[config.mk]
export PLATFORM = sky130hd
export DESIGN_NAME = smv_out_scale
export DESIGN_NICKNAME = d
export VERILOG_FILES = /design/src/sv/smv_pkg.sv /design/src/sv/smv_out_scale.sv
export SDC_FILE = /design/constraint.sdc
export NUM_CORES = 1
export LEC_CHECK = 0
export BUFFER_PORTS_ARGS = -buffer_cell sky130_fd_sc_hd__clkbuf_2
export CAP_MARGIN = 20
export CORE_ASPECT_RATIO = 1.4
export CORE_MARGIN = 10
export CORE_UTILIZATION = 35
export DETAILED_ROUTE_END_ITERATION = 10
export PLACE_DENSITY_LB_ADDON = 0.2
export SYNTH_ARGS = -nofsm -noshare
export SYNTH_HDL_FRONTEND = slang
export SYNTH_SLANG_ARGS = --single-unit
[constraint.sdc]
create_clock -name clk -period 2.8 [get_ports clk]
set_input_delay 0.7 -clock clk [delete_from_list [all_inputs] [get_ports clk]]
set_output_delay 0.7 -clock clk [all_outputs]
set_load 0.01 [all_outputs]
[src/sv/smv_pkg.sv]
// Package for the sample voice mixer: request, result and scale control types, operation
// codes, configuration register indexes and reset values, and the output saturation limits.
// No dependencies.
package smv_pkg;

    typedef struct packed {
        logic [1:0]         opcode;
        logic [15:0]        address;
        logic signed [15:0] sample_value;
    } request_t;

    typedef struct packed {
        logic signed [15:0] mixed_sample;
        logic [3:0]         active_voices;
    } result_t;

    typedef struct packed {
        logic mul_en;
        logic out_en;
    } scale_ctrl_t;

    localparam logic [1:0] OP_WRITE   = 2'd0;
    localparam logic [1:0] OP_TRIGGER = 2'd1;
    localparam logic [1:0] OP_FRAME   = 2'd2;

    localparam logic [1:0] REG_LENGTH = 2'd0;
    localparam logic [1:0] REG_STEP   = 2'd1;
    localparam logic [1:0] REG_GAIN   = 2'd2;

    localparam int CFG_W = 22;

    localparam logic [16:0] LENGTH_RESET = 17'd0;
    localparam logic [21:0] STEP_RESET   = 22'd65536;
    localparam logic [8:0]  GAIN_RESET   = 9'd256;
    localparam logic [8:0]  GAIN_UNITY   = 9'd256;

    localparam int SAT_MAX = 32767;
    localparam int SAT_MIN = -32768;

endpackage

[src/sv/smv_out_scale.sv]
// Output stage of the sample voice mixer: master gain, truncation toward zero,
// saturation and the result register with its strobe.
// Depends on smv_pkg.
module smv_out_scale #(
    parameter int SUM_W = 20,
    parameter int CNT_W = 4
) (
    input  logic                     clk,
    input  logic                     rst_n,
    input  smv_pkg::scale_ctrl_t     ctrl,
    input  logic signed [SUM_W-1:0]  sum,
    input  logic [8:0]               gain,
    input  logic [CNT_W-1:0]         voices,
    output logic                     done,
    output smv_pkg::result_t         result
);
    import smv_pkg::*;

    localparam int PROD_W = SUM_W + 10;
    localparam int Q_W    = SUM_W + 2;
    localparam logic signed [Q_W-1:0] Q_MAX = Q_W'(SAT_MAX);
    localparam logic signed [Q_W-1:0] Q_MIN = Q_W'(SAT_MIN);

    logic [8:0]               gain_eff;
    logic signed [PROD_W-1:0] prod_reg;
    logic signed [PROD_W-1:0] prod_next;
    logic signed [Q_W-1:0]    quot;
    logic [15:0]              sat;
    logic                     done_reg;
    result_t                  result_reg;

    assign gain_eff  = (gain > GAIN_UNITY) ? GAIN_UNITY : gain;
    assign prod_next = sum * $signed({1'b0, gain_eff});

    always_comb
    begin
        quot = prod_reg[PROD_W-1:8]
             + Q_W'({1'b0, prod_reg[PROD_W-1] && (prod_reg[7:0] != 8'd0)});
        priority if (quot > Q_MAX)
        begin
            sat = Q_MAX[15:0];
        end
        else if (quot < Q_MIN)
        begin
            sat = Q_MIN[15:0];
        end
        else
        begin
            sat = quot[15:0];
        end
    end

    always_ff @(posedge clk)
    begin
        if (ctrl.mul_en)
        begin
            prod_reg <= prod_next;
        end
        if (ctrl.out_en)
        begin
            result_reg.mixed_sample  <= sat;
            result_reg.active_voices <= 4'(voices);
        end
    end

    always_ff @(posedge clk or negedge rst_n)
    begin
        if (!rst_n)
        begin
            done_reg <= 1'b0;
        end
        else
        begin
            done_reg <= ctrl.out_en;
        end
    end

    assign done   = done_reg;
    assign result = result_reg;

endmodule

Yosys cells after proc, flatten, opt, wreduce, memory -nomap -nowiden:

Cells that the tools add are included.

* $mul: 1
* muxes and demuxes: 2
* reductions and logical operators: 2
* magnitude comparators: 3
* add/subtract/negate cells: 1

Operators with widths (number)
* $mul A20 B10 Y30: 1
* $add A22 B1 Y22: 1
* $gt A22 B16 Y1 const B: 1
* $lt A22 B16 Y1 const B: 1
* $mux W16: 1
* $gt A9 B9 Y1 const B: 1
* $mux W9: 1
* $reduce_bool A8 Y1: 1
* $logic_and A1 B1 Y1: 1

* register bits after elaboration: 51
* output and inout bits: 21
* logic and storage cells: 13
* input port bits: 37

Logic depth before layout (Yosys ltp):

* word-level depth: 5
* gate-level depth with buffers: 23
* mapped depth without buffers: 20

Least setup slack after synthesis:

No wires, ideal clock.

* path kind: input-to-reg
* from: input port gain[2]
* to: register prod_reg[17], data pin
* stages: 22
* setup time: 0.260 ns
* required time: 2.540 ns
* buffers on the path: 2
* arrival time: 5.819 ns
* path slack: -3.278 ns
* cells stage by stage: nor2b_1 > clkbuf_1 > clkbuf_1 > nand2_1 > fa_1 > inv_1 > fa_1 > inv_1 > fa_1 > inv_1 > fa_1 > inv_1 > fa_1 > inv_1 > ha_1 > a21oi_1 > o21ai_0 > and2_1 > or3_1 > a31o_2 > a21oi_1 > xnor2_1

* cells in the longest elaborated chain, start to end: 3

Ends and longest elaborated chain
* from (decl): RTL line smv_out_scale.sv:12 `input logic [8:0] gain,`
* $gt A9 B9 Y1: RTL line smv_out_scale.sv:32 `assign gain_eff = (gain > GAIN_UNITY) ? GAIN_UNITY : gain;`
* $mux W9 (*): RTL line smv_out_scale.sv:32
* $mul A20 B10 Y30 (*): RTL line smv_out_scale.sv:33 `assign prod_next = sum * $signed({1'b0, gain_eff});`
* via prod_next[17]: RTL line smv_out_scale.sv:26 `logic signed [PROD_W-1:0] prod_next;`
* to (signal assigned): RTL line smv_out_scale.sv:57 `prod_reg <= prod_next;`
* to (decl): RTL line smv_out_scale.sv:25 `logic signed [PROD_W-1:0] prod_reg;`

Mark *: on every way through the listed nets, which the timed path passes. The rest lies on a longest branch.
A chain may end at the register's enable or synchronous reset.

Worst setup path after layout:

* from: input port gain[8]
* to: register prod_reg[17], data pin

Same word-level chain as after synthesis.

==> results.sh <==
export IMPL_busiest_layer="met2"
export IMPL_postSynthAreaPerCell_um2=9.42
export IMPL_vias_per_cell=4.62
export IMPL_ir_drop_v=0.000392
export IMPL_met2_usage_pct=28.1
export IMPL_start_kind="primary input"
export IMPL_dr_first_iter_drc_count=137
export IMPL_hold_viol=0
export IMPL_die_h_um=207
export IMPL_synth_top_area_share_pct=34.4
export IMPL_leakage_nw=5.70
export IMPL_synth_edf_count=50
export IMPL_clock_root_buffer="clkbuf_16"
export IMPL_syn2layout_area_growth_pct=38.9
export IMPL_antenna_left=0
export IMPL_tightestPinTransition_ns=0.765
export IMPL_clk_pin_slew_ns=0.07
export IMPL_drive_gt1_share_pct=40.1
export IMPL_cp_arrival_ns=5.57
export IMPL_rows=68
export IMPL_htree_levels=2
export IMPL_power_total_mw=9.43
export IMPL_whs_ns=0.157
export IMPL_finalCriticalPeriod_ns=5.53
export IMPL_synth_ff_type="edfxtp_1"
export IMPL_max_stage_delay_ns=0.52
export IMPL_die_area_mm2=0.0317
export IMPL_p_per_area_mw_per_mm2=778
export IMPL_required_ns=2.84
export IMPL_yosys_warnings=0
export IMPL_first_pass_iters=4
export IMPL_fin_cells=1446
export IMPL_critPathKind="in2reg"
export IMPL_cts_sinks=51
export IMPL_ys_ff_latch=51
export IMPL_largest_reg_flops=30
export IMPL_dr_total_vias=6684
export IMPL_drcViolationCount=0
export IMPL_wl_per_cell_um=14.7
export IMPL_boundaryPins=58
export IMPL_n_fill_cell=2334
export IMPL_place_hpwl_um=18000
export IMPL_syn_num_nets=1180
export IMPL_violations="setup timing"
export IMPL_synth_cell_type_count=53
export IMPL_antenna_found_initial=0
export IMPL_dp_cells=1413
export IMPL_netlist_top_cell_by_area="fa_1"
export IMPL_grt_pass1_vias=7478
export IMPL_grt_overflow_total=0
export IMPL_synth_area_mm2=0.00873
export IMPL_relSlewSlack_pct=49.0
export IMPL_reg2reg_slack_ns=-0.04
export IMPL_grt_max_degree=31
export IMPL_cts_max_path_buffers=2
export IMPL_clk_latency_ns=0.30
export IMPL_port_buffers=57
export IMPL_status="finished, violations left"
export IMPL_crit_path_frequent_cell="fa_1"
export IMPL_final_period_utilization_pct=197
export IMPL_fp_dieW_um=153
export IMPL_grt_usage_pct=13.6
export IMPL_antenna_cells=0
export IMPL_finalWorstSetupSlack_ns=-2.73
export IMPL_path_max_fanout=5
export IMPL_maxSlewViolCount=0
export IMPL_fin_nets=1384
export IMPL_cts_tree="yes"
export IMPL_mostFrequentLayoutCells="151 x inv_1, 141 x fa_1, 134 x buf_4, 79 x nand2_1, 77 x and2_1"
export IMPL_use_met3_pct=1.12
export IMPL_layout_commonest_cell="inv_1"
export IMPL_hold_class="in2async"
export IMPL_crit_chain="buf_8 > buf_6 > nor2b_4 > buf_12 > nand2_4 > fa_1 > inv_1 > fa_1 > inv_1 > fa_1 > inv_2 > fa_1 > inv_2 > fa_1 > inv_2 > ha_4 > a21oi_4 > o21ai_4 > and2_4 > or3_4 > a31o_4 > a21oi_2 > xnor2_1"
export IMPL_met1_usage_pct=14.5
export IMPL_cp_slowest_cell="fa_1"
export IMPL_crit_path_end_kind="flop"
export IMPL_coreArea_mm2=0.0246
export IMPL_yosysSeqAreaShare_pct=17.5
export IMPL_maxCapViolCount=0
export IMPL_grt_setup_unrepaired="true"
export IMPL_routed_wl_um=21200
export IMPL_synthCells=926
export IMPL_place_gp_congestion=0.836
export IMPL_initial_core_util_pct=35.5
export IMPL_synth_area_top_cells="fa_1 34%, edfxtp_1 17%, ha_1 9.6%"
export IMPL_grt_pass1_wl_um=35900
export IMPL_setup_viol=39
export IMPL_finalClockSkew_ns=0.0106
export IMPL_cts_buffers=5
export IMPL_clock_fmax_mhz=181
export IMPL_ys_async_sr_fraction_pct=1.96
-- power by group --
part | internal [mW] | switching [mW]
sequential | 1.36 | 0.210
clock | 0.334 | 0.275
combinational | 3.69 | 3.56
-- final timing paths --
check                                  from           end  cells after the start
worst max register to register  prod_reg[1]     result[8]                     12
min in group clk                  voices[2]     result[2]                      1
worst min register to register  prod_reg[8]     result[4]                      3
worst min-delay path                  rst_n          done                      1
max in group asynchronous             rst_n          done                      1
worst max-delay path                gain[8]  prod_reg[17]                     23
-- synth_stat cells (all sizes together), types with 10 or more instances --
| library cell | number |
|---|---|
| and2 | 90 |
| nand3 | 13 |
| a21oi | 34 |
| ha | 67 |
| fa | 150 |
| nor2 | 17 |
| edfxtp | 50 |
| o21ai | 30 |
| nand2 | 126 |
| buf | 15 |
| and3 | 10 |
| clkbuf | 22 |
| xnor2 | 34 |
| inv | 179 |
| nor2b | 11 |
-- cells by family (layout without fill, tap and decap cells) --
logic type / count (synthesis) / in the layout / share of synthesized area, %
adder cells (fa/ha/maj): 217 / 217 / 44.0
buffers and inverters: 216 / 421 / 9.49
AO/OA/AOI/OAI: 100 / 100 / 6.93
flip-flops: 51 / 51 / 17.5
AND/OR/NAND/NOR: 298 / 298 / 17.6
multiplexers: 2 / 2 / 0.244
XOR/XNOR: 42 / 42 / 4.22
-- worst max-delay path: cells and delay by family --
kind / cells / cell delay (ns)
AND/OR/NAND/NOR: 4 / 0.78
buffers and inverters: 8 / 0.60
XOR/XNOR: 1 / 0.09
AO/OA/AOI/OAI: 4 / 0.64
adder cells (fa/ha/maj): 6 / 2.76
-- final cells by class --
| class | count | area (um^2) | share of cell area, % |
|---|---|---|---|
| Timing Repair Buffer | 234 | 1910 | 15.8 |
| Sequential cell | 51 | 1530 | 12.6 |
| Inverter | 179 | 672 | 5.55 |
| Clock buffer | 5 | 125 | 1.03 |
| Clock inverter | 3 | 23.8 | 0.196 |
| Multi-Input combinational cell | 659 | 7460 | 61.6 |
| Tap cell | 315 | 394 | 3.25 |
-- per-layer routing --
metal / wire length, um / vias up
met4: 244 / 0
met3: 337 / 16
met5: 0 / -
li1: - / 3290
met2: 12300 / 62
met1: 8350 / 3316
-- per-stage QoR --
| step | setup TNS, ns | setup slack (ns) | utilization (%) | area (um^2) |
|---|---|---|---|---|
| after global placement | -71.54 | -3.15 | 44.6 | 11000 |
| after global routing | -65.87 | -2.88 | 49.3 | 12100 |
| after floorplan | -54.37 | -2.58 | - | 9310 |
| after CTS | -60.02 | -2.68 | 47.7 | 11700 |
| after detailed placement | -73.50 | -3.17 | 44.6 | 11000 |
| final | -59.98 | -2.73 | 49.3 | 12100 |
-- repair_timing --
action	in CTS	in global routing
pin swaps	77	65
endpoints found under the setup margin	42	42
cloned	3	0
hold buffers	0	0
gates resized for setup	101	100
setup buffers	14	14
(Power assumes the default switching activity.)
